## src/rtl/core/abre_pkg.sv

```systemverilog
package abre_pkg;

  localparam int unsigned CONTEXTS     = 4096;
  localparam int unsigned CTX_W        = $clog2(CONTEXTS);
  localparam int unsigned PROB_BITS    = 11;
  localparam int unsigned ADAPT_SHIFT  = 5;
  localparam int unsigned NORM_MAX     = 4;
  localparam int unsigned FLUSH_SHIFTS = 5;
  localparam int unsigned MAX_RESULTS  = 6;
  localparam int unsigned MAX_DIRECT   = 30;
  localparam int unsigned K_W          = $clog2(NORM_MAX + 1);
  localparam int unsigned FC_W         = $clog2(FLUSH_SHIFTS + 1);
  localparam int unsigned EM_W         = $clog2(MAX_RESULTS + 1);

  localparam logic [PROB_BITS-1:0] PROB_INIT = PROB_BITS'(1024);
  localparam logic [31:0] TOP_LIMIT   = 32'h0100_0000;
  localparam logic [31:0] SHIFT_LIMIT = 32'hff00_0000;
  localparam logic [31:0] RANGE_INIT  = 32'hffff_ffff;
  localparam logic [31:0] PEND_MAX    = 32'hffff_ffff;
  localparam logic [7:0]  FILL_BASE   = 8'hff;

  typedef enum logic [1:0] {
    OP_BIT    = 2'd0,
    OP_DIRECT = 2'd1,
    OP_FLUSH  = 2'd2,
    OP_BEGIN  = 2'd3
  } op_e;

  typedef enum logic [2:0] {
    ST_CLEAR,
    ST_IDLE,
    ST_PROB,
    ST_CODE,
    ST_DBIT,
    ST_NORM,
    ST_FLUSH,
    ST_FIN
  } state_e;

  typedef struct packed {
    logic [1:0]  op;
    logic [11:0] context_req;
    logic        bit_value;
    logic [29:0] direct_value;
    logic [4:0]  direct_count;
  } in_item_t;

  typedef struct packed {
    logic [7:0]  lead_byte;
    logic [7:0]  fill_byte;
    logic [31:0] fill_count;
    logic        last;
  } out_item_t;

  typedef struct packed {
    logic accept;
    logic clear;
    logic prob;
    logic code;
    logic dbit;
    logic shift;
    logic shift_range;
    logic fin;
  } ctrl_cmd_t;

  typedef struct packed {
    logic clear_last;
    logic norm_more;
    logic bits_left;
    logic flush_more;
    logic shift_ok;
    logic direct_mode;
  } ctrl_status_t;

  function automatic logic [CTX_W-1:0] ctx_index(input logic [11:0] ctx);
    logic [CTX_W+11:0] ext;
    ext = {{CTX_W{1'b0}}, ctx};
    return ext[CTX_W-1:0];
  endfunction

endpackage

```

## src/rtl/core/abre_ctrl.sv

```systemverilog
module abre_ctrl (
  input  logic                   clk_i,
  input  logic                   rst_ni,
  input  logic                   in_valid_i,
  input  abre_pkg::op_e          in_op_i,
  input  abre_pkg::ctrl_status_t status_i,
  output logic                   in_ready_o,
  output abre_pkg::ctrl_cmd_t    cmd_o
);

  abre_pkg::state_e state_q, state_d;

  always_ff @(posedge clk_i or negedge rst_ni) begin
    if (!rst_ni) begin
      state_q <= abre_pkg::ST_CLEAR;
    end else begin
      state_q <= state_d;
    end
  end

  always_comb begin
    state_d = state_q;
    unique case (state_q)
      abre_pkg::ST_CLEAR: begin
        if (status_i.clear_last) state_d = abre_pkg::ST_IDLE;
      end
      abre_pkg::ST_IDLE: begin
        if (in_valid_i) begin
          unique case (in_op_i)
            abre_pkg::OP_BIT:    state_d = abre_pkg::ST_PROB;
            abre_pkg::OP_DIRECT: state_d = abre_pkg::ST_DBIT;
            abre_pkg::OP_FLUSH:  state_d = abre_pkg::ST_FLUSH;
            abre_pkg::OP_BEGIN:  state_d = abre_pkg::ST_CLEAR;
            default:             state_d = abre_pkg::ST_IDLE;
          endcase
        end
      end
      abre_pkg::ST_PROB: state_d = abre_pkg::ST_CODE;
      abre_pkg::ST_CODE: state_d = abre_pkg::ST_NORM;
      abre_pkg::ST_DBIT: begin
        state_d = status_i.bits_left ? abre_pkg::ST_NORM : abre_pkg::ST_FIN;
      end
      abre_pkg::ST_NORM: begin
        if (!status_i.norm_more) begin
          state_d = status_i.direct_mode ? abre_pkg::ST_DBIT : abre_pkg::ST_FIN;
        end
      end
      abre_pkg::ST_FLUSH: begin
        if (!status_i.flush_more) state_d = abre_pkg::ST_FIN;
      end
      abre_pkg::ST_FIN: begin
        if (status_i.shift_ok) state_d = abre_pkg::ST_IDLE;
      end
      default: state_d = abre_pkg::ST_CLEAR;
    endcase
  end

  always_comb begin
    cmd_o      = '0;
    in_ready_o = 1'b0;
    unique case (state_q)
      abre_pkg::ST_CLEAR: cmd_o.clear = 1'b1;
      abre_pkg::ST_IDLE: begin
        in_ready_o   = 1'b1;
        cmd_o.accept = in_valid_i;
      end
      abre_pkg::ST_PROB: cmd_o.prob = 1'b1;
      abre_pkg::ST_CODE: cmd_o.code = 1'b1;
      abre_pkg::ST_DBIT: cmd_o.dbit = status_i.bits_left;
      abre_pkg::ST_NORM: begin
        cmd_o.shift       = status_i.norm_more && status_i.shift_ok;
        cmd_o.shift_range = 1'b1;
      end
      abre_pkg::ST_FLUSH: cmd_o.shift = status_i.flush_more && status_i.shift_ok;
      abre_pkg::ST_FIN:   cmd_o.fin = status_i.shift_ok;
      default: cmd_o = '0;
    endcase
  end

endmodule

```

## config.mk

```make
export PLATFORM = sky130hd
export DESIGN_NAME = abre_ctrl
export DESIGN_NICKNAME = d
export VERILOG_FILES = /design/src/rtl/core/abre_pkg.sv /design/src/rtl/core/abre_ctrl.sv
export SDC_FILE = /design/constraint.sdc
export NUM_CORES = 1
export LEC_CHECK = 0
export BUFFER_PORTS_ARGS = -buffer_cell sky130_fd_sc_hd__buf_2
export CORE_AREA = 2 2 39 41
export DETAILED_ROUTE_END_ITERATION = 12
export DIE_AREA = 0 0 41 43
export PLACE_DENSITY = 0.53
export SLEW_MARGIN = 15
export SYNTH_ARGS = -nofsm -noshare
export SYNTH_HDL_FRONTEND = slang
export SYNTH_SLANG_ARGS = --single-unit
```

## constraint.sdc

```tcl
create_clock -name clk_i -period 1.65 [get_ports clk_i]
set_input_delay 0.165 -clock clk_i [delete_from_list [all_inputs] [get_ports clk_i]]
set_output_delay 0.165 -clock clk_i [all_outputs]
set_load 0.05 [all_outputs]
```

Word-level counts from Yosys, hierarchy flattened
Cells that the tools add are included.

word-level totals
  logic and storage cells = 39
  register bits = 3
  output and inout port bits = 9

cells by class
  mux-type cells = 18
  reductions and logical operators = 5
  eq/ne operators = 15

operators by type and width
  cell                                            count
  case mux 3 bit (8 select lines)                 1
  2-to-1 mux 3 bit                                5
  == test 3 bit (second input constant)           4
  case mux 3 bit (4 select lines)                 1
  inequality test 2 bit (second input constant)   5
  2-to-1 mux 1 bit                                8
  == test 3 x 2 -> 1 bit (second input constant)  2
  AND reduction 5 bit                             1
  == test 2 bit (second input constant)           2
  2-to-1 mux 2 bit                                2
  == test 3 x 1 -> 1 bit (second input constant)  1
  logical NOT 3 bit                               1
  == test 2 x 1 -> 1 bit (second input constant)  1
  logical AND 1 bit                               2
  logical NOT 2 bit                               1
  case mux 1 bit (2 select lines)                 1

Logic depth before layout (Yosys ltp)
Gate-level depths: netlist of run 1.

  depth in word-level cells = 4
  mapped depth = 6
  gate-level depth less buffers = 6

Worst setup path after synthesis of run 1
Ideal clock, no wire load.

  path type = register to output
  start = reg state_q[1]
  end = out cmd_o[7] (netlist bit)
  slack = -434 ps
  required time = 1485 ps
  arrival time = 1919 ps
  stages on the path, launching flop included = 4
  path buffers = 0
  cells stage by stage = dfrtp_1 and2b_4 nor2b_1 and2_1

RTL lines
  element                 RTL line         RTL
  start, declared         abre_ctrl.sv:11  abre_pkg::state_e state_q, state_d;
  start signal, assigned  abre_ctrl.sv:15  state_q <= abre_pkg::ST_CLEAR;
  start signal, assigned  abre_ctrl.sv:17  state_q <= state_d;
  end, declared           abre_ctrl.sv:8   output abre_pkg::ctrl_cmd_t cmd_o

==> impl_results.rst, run 1 <==
.. list-table::
   :header-rows: 1

   * - Metric
     - Value
   * - Ratio of cells with drive above 1 in the final layout
     - 0.449
   * - Mapped Avg Cell Area
     - 7.13 um2
   * - Nets
     - 83
   * - End of the worst register-to-register path
     - state_q[1]$_DFFE_PN0P_
   * - Required time worst endpoint
     - 1.48 ns
   * - Hold violation count in the final report
     - 0
   * - DRC Markers
     - 0
   * - Maximum level of the CTS H-tree
     - 1
   * - Pins Over Slew Limit
     - 0
   * - Maximum fanout along the worst path
     - 5
   * - Kind of start point of the critical path
     - flop
   * - Core box area
     - 1380 um2
   * - Delay of the slowest cell on the worst path
     - 0.36 ns
   * - Final period demand of the worst path
     - 1.55 ns
   * - Aggregate global-route resource usage
     - 0.121
   * - Number of buffer cells added on primary ports
     - 19
   * - Area Growth Syn to Fin
     - 50.0%
   * - Register with the most flip-flops
     - state_q
   * - Final design utilization
     - 0.355
   * - Via/cell ratio
     - 4.59
   * - Launch point of the worst reg-to-reg path
     - state_q[2]$_DFFE_PN0P_
   * - Full die area
     - 1760 um2
   * - Die boundary height
     - 43 um
   * - Total nets after synthesis
     - 59
   * - Remaining number of nets flagged by the antenna check after routing
     - 0
   * - Final Worst Setup Slack
     - 0.105 ns
   * - Share of total power consumed by net switching
     - 0.546
   * - Global-route wire length before repair
     - 1.38 mm
   * - Top-level I/O count
     - 20
   * - Fraction of power consumed by the clock network
     - 0.133
   * - Clock transition time at the flip-flop clock pins of the worst setup and hold paths
     - 0.04 ns
   * - Last weighted congestion value of the routability-driven placer
     - 0.707
   * - Global route overflow
     - 0
   * - Number of distinct standard cells referenced by the synthesized netlist
     - 20
   * - Total half-perimeter wirelength after legalization and detailed placement
     - 666 um
   * - Placed cells
     - 80
   * - Clock skew after layout
     - 0.000413 ns
   * - Top Registers
     - state_q: 3 flops
   * - Cell with the largest stage delay on the worst path
     - dfrtp_1
   * - 1st-iter DRT viols
     - 1
   * - Internal portion of total power
     - 0.448 mW
   * - Cell Chain, Critical Path
     - and2b_4, nor2b_2, and2_1, buf_2
   * - Portion of the post-synthesis area used by sequential elements
     - 0.229
   * - Peak VDD IR
     - 0.000714 V
   * - Pwr dens
     - 2000 nW/um2
   * - Net switching component of the power
     - 0.538 mW
   * - Flop pwr share
     - 0.165
   * - Routed length per placed instance
     - 10.2 um
   * - Std cell rows
     - 14
   * - Pre-Repair DR Iteration Count
     - 3
   * - Max Fclk
     - 0.647 GHz
   * - Clock tree from TritonCTS
     - yes
   * - Combined area of all synthesized cells
     - 328 um2
   * - Maximum number of pins on one net before global-route repair
     - 17
   * - Vias after detailed routing
     - 390
   * - Max reg flops
     - 3
   * - Worst min-delay path category
     - in -> async
   * - Warnings from Yosys
     - 0
   * - Detailed-route wire length
     - 869 um
   * - RSZ-0062 raised after global routing
     - false
   * - Leakage power figure
     - 0.255 nW
   * - Number of global-route vias before repair
     - 344
   * - Outcome
     - finished, final reports clean
   * - Initial core utilization
     - 0.237
   * - Start-to-end type of the worst setup path
     - reg -> out
   * - R2R Setup Slk
     - 0.30 ns
   * - Worst-case reg-to-reg path depth
     - 3
   * - Post-CTS setup repair buffer count
     - 0
   * - Worst EP arrival
     - 1.38 ns
   * - Antenna violations before repair
     - 0
   * - Fill cell instance count of the final layout
     - 158
   * - CTS buffer count
     - 3
   * - Portion of the clock cycle consumed by the worst path in the final layout
     - 0.937
   * - Cell count after synthesis
     - 46
   * - Power share of the combinational group
     - 0.702
   * - Antenna cells
     - 0
   * - Worst setup path end
     - cmd_o[7]
   * - Rel. slew slack
     - 0.815
   * - Slew @ Worst Pin
     - 0.277 ns
   * - Number of flip-flops and latches in the synthesized netlist
     - 3
   * - Type of element capturing the critical path
     - output port
   * - Number of sinks handled by clock tree synthesis
     - 3
   * - Chip width
     - 41 um
   * - Clock root buffer
     - clkbuf_4
   * - Max-capacitance violation count
     - 0
   * - Pre-CTS setup slack
     - 0.222 ns
   * - Deepest clock path buffer count
     - 2
   * - Critical path origin
     - state_q[1]$_DFFE_PN0P_
   * - Later-pin clock latency in the skew report
     - 0.23 ns
   * - Finish-stage setup viols
     - 0
   * - Final non-filler cell total
     - 85
## power groups by stage
stage	sequential [mW]	clock, mW	combinational (mW)
finish	0.163	0.131	0.692
CTS	0.161	0.135	0.694
detailed placement	0.162	0	0.691
global placement	0.160	0	0.688
floorplan	0.135	0	0.591
global route	0.174	0.144	0.744
## metal layers
metal / wire, um / vias to the layer above / track usage
li1: - / 202 / -
met1: 401 / 172 / 0.152
met2: 395 / 14 / 0.163
met3: 60 / 2 / 0.0314
met4: 12 / 0 / 0.100
met5: 0 / - / 0
## worst min-delay path by stage
stage | startpoint | to | slack [ns] | cells after the start
after floorplan | rst_ni | state_q[0]$_DFFE_PN0P_ | -0.13 | 0
after global placement | rst_ni | state_q[0]$_DFFE_PN0P_ | -0.04 | 1
after detailed placement | rst_ni | state_q[2]$_DFFE_PN0P_ | -0.03 | 1
after CTS | rst_ni | state_q[2]$_DFFE_PN0P_ | 0.25 | 2
after global routing | rst_ni | state_q[2]$_DFFE_PN0P_ | 0.28 | 2
final | rst_ni | state_q[0]$_DFFE_PN0P_ | 0.25 | 2
## placed cells by master (no fill, tap or decap), drive strengths merged, types with 2 or more instances in the layout
cell type and count:
nand2 5, nor3 4, nor2 8, o22ai 2, and2 2, clkbuf 4, buf 21, nor2b 2
ha 2, inv 3, a21oi 4, dfrtp 3
## cell usage after synthesis
cell	n	area, um2
nand3_1	1	5.00
buf_6	1	11.3
o22ai_1	2	12.5
dfrtp_1	3	75.1
buf_2	2	10.0
nor2b_1	2	12.5
a2bb2oi_2	1	15.0
a21oi_1	4	20.0
a31oi_1	1	6.26
nor3_1	4	20.0
ha_1	2	25.0
nor3b_1	1	7.51
o311a_1	1	10.0
nand2_1	5	18.8
nor2_1	8	30.0
inv_1	3	11.3
and2b_4	1	10.0
o21a_1	1	7.51
and2_1	2	12.5
a21o_1	1	7.51
## repair_timing
item                                    CTS  global route
endpoints found under the setup margin    0             3
gates resized for setup                   0             1
hold buffers                              1             0
endpoints found under the hold margin     3             0
## final cells by class
type                            count  area, um2  area share
Clock buffer                        4       26.3      0.0534
Inverter                            3       11.3      0.0229
Multi-Input combinational cell     37        238       0.483
Sequential cell                     3       76.3       0.155
Tap cell                           16       20.0      0.0407
Timing Repair Buffer               22        120       0.244
## logic make-up (layout without fill, tap and decap cells)
group | after synthesis | after routing | synth area share
buffers and inverters | 6 | 29 | 0.0992
AOI/OAI and AO/OA | 11 | 11 | 0.240
and+or+nand+nor | 24 | 24 | 0.355
adders and majority gates | 2 | 2 | 0.0763
DFF | 3 | 3 | 0.229
## stage by stage
step / power, mW / TNS [ns] / cell area, um2 / hold WS [ns]
final: 0.986 / 0 / 492 / 0.252
after global routing: 1.06 / 0 / 492 / 0.275
after CTS: 0.989 / 0 / 490 / 0.250
after detailed placement: 0.853 / 0 / 454 / -0.0349
after global placement: 0.848 / 0 / 454 / -0.0378
after floorplan: 0.725 / -0.145 / 345 / -0.131
## worst max-delay path: cells and delay by family (launching register included)
kind                   cells  cell delay [ns]
DFF                        1             0.36
and+or+nand+nor            3             0.53
buffers and inverters      1             0.25
Note: power is estimated with default switching activity, not from simulation.
==> run 2: changes to the inputs <==
PLACE_DENSITY = 0.61   (was 0.53)
clock period = 1.6 ns   (was 1.65 ns; I/O delays follow)
==> impl_results.rst, run 2 (synthesized netlist as in run 1, its figures left out) <==
.. list-table::
   :header-rows: 1

   * - Metric
     - Value
   * - Routed length per placed instance
     - 9.77 um (-4.5%)
   * - Internal portion of total power
     - 0.474 mW (+5.9%)
   * - Maximum fanout along the worst path
     - 5 (unchanged)
   * - Number of buffer cells added on primary ports
     - 19 (unchanged)
   * - Antenna violations before repair
     - 0 (unchanged)
   * - Post-route cell area
     - 503 um2 (+2.3%)
   * - Top Registers
     - state_q: 3 flops
   * - Clock skew after layout
     - 0.00295 ns (+0.00254 ns)
   * - Post-route worst hold slack
     - 0.245 ns (-0.00639 ns)
   * - Number of sinks handled by clock tree synthesis
     - 3 (unchanged)
   * - Register with the most flip-flops
     - state_q
   * - Kind of start point of the critical path
     - flop
   * - Outcome
     - finished, final reports clean
   * - Later-pin clock latency in the skew report
     - 0.24 ns (about the same)
   * - Delay of the slowest cell on the worst path
     - 0.36 ns (about the same)
   * - Remaining number of nets flagged by the antenna check after routing
     - 0 (unchanged)
   * - Portion of the clock cycle consumed by the worst path in the final layout
     - 0.959
   * - Post-place instance area
     - 464 um2 (+2.2%)
   * - Net switching component of the power
     - 0.549 mW (+2.1%)
   * - Slew @ Worst Pin
     - 0.349 ns (+0.0717 ns)
   * - Maximum level of the CTS H-tree
     - 1 (unchanged)
   * - Maximum number of pins on one net before global-route repair
     - 14 (-3)
   * - Pre-Repair DR Iteration Count
     - 2 (-1)
   * - Total half-perimeter wirelength after legalization and detailed placement
     - 680 um (+2.2%)
   * - Pins Over Slew Limit
     - 0 (unchanged)
   * - Start-to-end type of the worst setup path
     - reg -> out
   * - Leading cell types in the layout, fill and taps excluded
     - buf_2, nor2_1, nand2_1, a21oi_1, clkbuf_4
   * - Leakage power figure
     - 0.259 nW (+1.7%)
   * - Hold violation count in the final report
     - 0 (unchanged)
   * - Via/cell ratio
     - 4.52 (-1.4%)
   * - Chip width
     - 41 um (unchanged)
   * - Finish-stage setup viols
     - 0 (unchanged)
   * - Full die area
     - 1760 um2 (unchanged)
   * - Clock tree from TritonCTS
     - yes
   * - 1st-iter DRT viols
     - 3 (+2)
   * - CTS buffer count
     - 3 (unchanged)
   * - Number of global-route vias before repair
     - 398 (+16%)
   * - Pwr dens
     - 2030 nW/um2 (+1.5%)
   * - Nets
     - 84 (+1.2%)
   * - Last weighted congestion value of the routability-driven placer
     - 0.820 (+16%)
   * - DRC Markers
     - 0 (unchanged)
   * - Fraction of power consumed by the clock network
     - 0.132 (about the same)
   * - Clock transition time at the flip-flop clock pins of the worst setup and hold paths
     - 0.04 ns (about the same)
   * - Cell Chain, Critical Path
     - and2b_4, nor2b_2, and2_1, buf_2
   * - Clock root buffer
     - clkbuf_4
   * - Worst EP arrival
     - 1.37 ns (about the same)
   * - Detailed-route wire length
     - 840 um (-3.3%)
   * - Final period demand of the worst path
     - 1.53 ns
   * - Area Growth Syn to Fin
     - 53.4%
   * - Most common library cell in the layout ignoring fill and taps
     - buf_2
   * - Antenna cells
     - 0 (unchanged)
   * - Required time worst endpoint
     - 1.44 ns (-0.04 ns)
   * - Core box area
     - 1380 um2 (unchanged)
   * - Cell with the largest stage delay on the worst path
     - dfrtp_1
   * - Max Fclk
     - 0.652 GHz
   * - Share of total power consumed by net switching
     - 0.537 (-0.00907)
   * - Top-level I/O count
     - 20 (unchanged)
   * - Die boundary height
     - 43 um (unchanged)
   * - Initial core utilization
     - 0.237 (unchanged)
   * - Power share of the combinational group
     - 0.720 (+0.018)
   * - Peak VDD IR
     - 0.000751 V (+5.2%)
   * - Type of element capturing the critical path
     - output port
   * - Max-capacitance violation count
     - 0 (unchanged)
   * - Global route overflow
     - 0 (unchanged)
   * - Deepest clock path buffer count
     - 2 (unchanged)
   * - Worst min-delay path category
     - in -> async
   * - Rel. slew slack
     - 0.767 (-0.0478)
   * - Ratio of cells with drive above 1 in the final layout
     - 0.457 (+0.00787)
   * - Max reg flops
     - 3 (unchanged)
   * - RSZ-0062 raised after global routing
     - false
   * - Std cell rows
     - 14 (unchanged)
   * - Aggregate global-route resource usage
     - 0.130 (+0.00905)
   * - Flop pwr share
     - 0.148 (-0.017)
   * - Global-route wire length before repair
     - 1.54 mm (+11%)
   * - Vias after detailed routing
     - 389 (-0.26%)
run 2: cell count changes in the layout (fill, tap and decap cells not counted), sizes merged:
cell,before,now
clkbuf,4,5
run 2: final timing paths:
kind | start | to | slack (ns) | depth (start not counted)
setup / recovery | state_q[1]$_DFFE_PN0P_ | cmd_o[7] | 0.07 | 4
hold / removal | rst_ni | state_q[0]$_DFFE_PN0P_ | 0.25 | 2
setup reg to reg | state_q[2]$_DFFE_PN0P_ | state_q[1]$_DFFE_PN0P_ | 0.26 | 3
hold reg to reg | state_q[0]$_DFFE_PN0P_ | state_q[1]$_DFFE_PN0P_ | 0.61 | 2
max in group asynchronous | rst_ni | state_q[2]$_DFFE_PN0P_ | 1.25 | 2
min in group clk_i | status_i[2] | state_q[0]$_DFFE_PN0P_ | 0.27 | 4
run 2: power groups by stage:
stage               registers (mW)  clock network [mW]  logic (mW)
floorplan                    0.139                   0       0.614
CTS                          0.151               0.143       0.744
global placement             0.150                   0       0.733
finish                       0.151               0.135       0.737
detailed placement           0.152                   0       0.741
global route                 0.161               0.154       0.801
run 2: timing repair:
item                                    4_1_cts  5_1_grt
setup buffers                                 0        0
hold endpoints to repair                      3        0
hold buffers                                  1        0
resized for setup                             0        1
endpoints found under the setup margin        0        1
run 2: final cells by class:
class                           instances  area, um2
Sequential cell                         3       75.1
Tap cell                               16       20.0
Clock buffer                            4       26.3
Fill cell                             153        881
Inverter                                3       11.3
Multi-Input combinational cell         37        240
Timing Repair Buffer                   23        130
run 2: metal layers:
layer	global-route usage	vias up	share of wire
met3	0.0366	0	0.039
met5	0	-	0
li1	-	206	-
met1	0.161	175	0.44
met4	0.100	0	0
met2	0.178	8	0.52
run 2: worst max-delay path: cells and delay by family, from the launching register on:
kind | cells | cell delay [ns]
simple gates | 3 | 0.53
buf+inv | 1 | 0.25
flops | 1 | 0.36
run 2: metrics by stage:
step / std cells / setup slack (ns) / power, mW / util / TNS, ns
floorplan: 46 / -0.190 / 0.753 / - / -0.190
global route: 86 / 0.00937 / 1.12 / 0.363 / 0
global placement: 81 / 0.289 / 0.883 / 0.335 / 0
CTS: 86 / 0.0503 / 1.04 / 0.362 / 0
finish: 86 / 0.0654 / 1.02 / 0.363 / 0
detailed placement: 81 / 0.254 / 0.893 / 0.335 / 0
==> run 3: changes to the inputs <==
GPL_TIMING_DRIVEN = 0   (was not set)
==> impl_results.rst, run 3 (synthesized netlist as in run 1, its figures left out) <==
.. list-table::
   :header-rows: 1

   * - Metric
     - Value
   * - Detailed-route wire length
     - 824 um (-1.9%)
   * - CTS buffer count
     - 3 (unchanged)
   * - Top Registers
     - state_q: 3 flops
   * - Maximum level of the CTS H-tree
     - 1 (unchanged)
   * - Routed length per placed instance
     - 9.58 um (-1.9%)
   * - Register with the most flip-flops
     - state_q
   * - Leakage power figure
     - 0.260 nW (+0.57%)
   * - Core box area
     - 1380 um2 (unchanged)
   * - Number of sinks handled by clock tree synthesis
     - 3 (unchanged)
   * - Clock transition time at the flip-flop clock pins of the worst setup and hold paths
     - 0.04 ns (about the same)
   * - Antenna violations before repair
     - 0 (unchanged)
   * - Full die area
     - 1760 um2 (unchanged)
   * - Final design utilization
     - 0.375 (+0.0118)
   * - Rel. slew slack
     - 0.836 (+0.0685)
   * - Initial core utilization
     - 0.237 (unchanged)
   * - Fraction of power consumed by the clock network
     - 0.126 (-0.006)
   * - Final period demand of the worst path
     - 1.56 ns (+0.0212 ns)
   * - Start-to-end type of the worst setup path
     - reg -> out
   * - Aggregate global-route resource usage
     - 0.111 (-0.0191)
   * - Number of global-route vias before repair
     - 345 (-13%)
   * - Max reg flops
     - 3 (unchanged)
   * - Clock tree from TritonCTS
     - yes
   * - Max-capacitance violation count
     - 0 (unchanged)
   * - Maximum fanout along the worst path
     - 10 (+5)
   * - Internal portion of total power
     - 0.498 mW (+5.1%)
   * - Portion of the clock cycle consumed by the worst path in the final layout
     - 0.972 (+0.0132)
   * - Area Growth Syn to Fin
     - 58.4%
   * - Std cell rows
     - 14 (unchanged)
   * - Number of buffer cells added on primary ports
     - 19 (unchanged)
   * - Power share of the combinational group
     - 0.733 (+0.013)
   * - Type of element capturing the critical path
     - output port
   * - Peak VDD IR
     - 0.000916 V (+22%)
   * - Global route overflow
     - 0 (unchanged)
   * - Maximum number of pins on one net before global-route repair
     - 11 (-3)
   * - DRC Markers
     - 0 (unchanged)
   * - Deepest clock path buffer count
     - 2 (unchanged)
   * - RSZ-0062 raised after global routing
     - false
   * - Kind of start point of the critical path
     - flop
   * - Slew @ Worst Pin
     - 0.248 ns (-0.101 ns)
   * - Clock root buffer
     - clkbuf_4
   * - Last weighted congestion value of the routability-driven placer
     - 0.779 (-4.9%)
   * - Global-route wire length before repair
     - 1.30 mm (-15%)
   * - Finish-stage setup viols
     - 0 (unchanged)
   * - Top-level I/O count
     - 20 (unchanged)
   * - Flop pwr share
     - 0.141 (-0.007)
   * - Later-pin clock latency in the skew report
     - 0.23 ns (about the same)
   * - Post-CTS setup repair buffer count
     - 0 (unchanged)
   * - Hold violation count in the final report
     - 0 (unchanged)
   * - Leading cell types in the layout, fill and taps excluded
     - buf_2, nor2_1, clkbuf_4, nand2_1, a21oi_1
   * - Total half-perimeter wirelength after legalization and detailed placement
     - 649 um (-4.6%)
   * - Required time worst endpoint
     - 1.44 ns (about the same)
   * - Max Fclk
     - 0.643 GHz (-1.4%)
   * - Net switching component of the power
     - 0.556 mW (+1.2%)
   * - Via/cell ratio
     - 4.55 (+0.51%)
   * - Remaining number of nets flagged by the antenna check after routing
     - 0 (unchanged)
   * - Chip width
     - 41 um (unchanged)
   * - Nets
     - 84 (unchanged)
   * - Worst min-delay path category
     - in -> async
   * - Pwr dens
     - 2030 nW/um2 (-0.22%)
   * - Final sum of negative setup slack
     - 0 ns (unchanged)
   * - Most common library cell in the layout ignoring fill and taps
     - buf_2
   * - Worst EP arrival
     - 1.40 ns (+0.03 ns)
   * - Clock skew after layout
     - 0.00198 ns (-0.000971 ns)
   * - Share of total power consumed by net switching
     - 0.527 (-0.00933)
   * - Die boundary height
     - 43 um (unchanged)
   * - Outcome
     - finished, final reports clean
   * - Pre-Repair DR Iteration Count
     - 4 (+2)
   * - Antenna cells
     - 0 (unchanged)
   * - Pins Over Slew Limit
     - 0 (unchanged)
   * - 1st-iter DRT viols
     - 5 (+2)
   * - Vias after detailed routing
     - 391 (+0.51%)
   * - Ratio of cells with drive above 1 in the final layout
     - 0.471 (+0.0143)
run 3: changes by cell type in the layout (fill, tap and decap cells not counted), sizes merged:
cell / change
clkbuf: +2
buf: -2
run 3: what timing repair did:
action / in CTS / in global routing
setup endpoints to repair: 2 / 4
hold buffers: 1 / 0
gates resized for setup: 2 / 7
endpoints found under the hold margin: 3 / 0
run 3: power groups by stage:
stage               clock, mW  combinational (mW)  sequential [mW]
CTS                     0.138               0.754            0.146
global route            0.143               0.831            0.153
floorplan                   0               0.614            0.139
global placement            0               0.741            0.147
detailed placement          0               0.742            0.147
finish                  0.133               0.772            0.149
run 3: final timing paths:
kind                                        start                endpoint  slack (ns)  cells after the start
setup / recovery           state_q[0]$_DFFE_PN0P_                cmd_o[7]        0.04                      5
hold / removal                             rst_ni  state_q[0]$_DFFE_PN0P_        0.25                      2
setup reg to reg           state_q[2]$_DFFE_PN0P_  state_q[1]$_DFFE_PN0P_        0.34                      3
hold reg to reg            state_q[0]$_DFFE_PN0P_  state_q[1]$_DFFE_PN0P_        0.57                      2
max in group asynchronous                  rst_ni  state_q[2]$_DFFE_PN0P_        1.23                      2
min in group clk_i                    status_i[2]  state_q[0]$_DFFE_PN0P_        0.27                      4
run 3: area by class of cell:
| cell class | instances | area, um2 |
|---|---|---|
| flip-flops and latches | 3 | 76.3 |
| inverters | 3 | 11.3 |
| well taps | 16 | 20.0 |
| multi-input cells | 37 | 240 |
| plain buffers | 3 | 26.3 |
| fillers | 153 | 865 |
| clock buffers | 4 | 26.3 |
| repair buffers | 20 | 119 |
run 3: per-layer routing:
layer / part of all wire / track usage
met5: 0 / 0
met2: 0.50 / 0.169
met3: 0.072 / 0.0314
met1: 0.43 / 0.123
met4: 0 / 0.0800
run 3: metrics by stage:
stage	worst slack (ns)	instance area (um2)	std cells	total power, mW	hold WS [ns]
CTS	0.00474	504	86	1.04	0.244
global placement	0.269	463	81	0.887	-0.0429
finish	0.0442	519	86	1.05	0.251
global route	0.00261	519	86	1.13	0.245
floorplan	-0.190	348	46	0.753	-0.136
detailed placement	0.255	463	81	0.889	-0.0399
run 3: worst max-delay path, stage by stage (launching register included):
cell and delay [ns]:
dfrtp_1 0.36, buf_6 0.14, and2b_4 0.18, nor2b_2 0.15
and2_1 0.15, buf_4 0.18
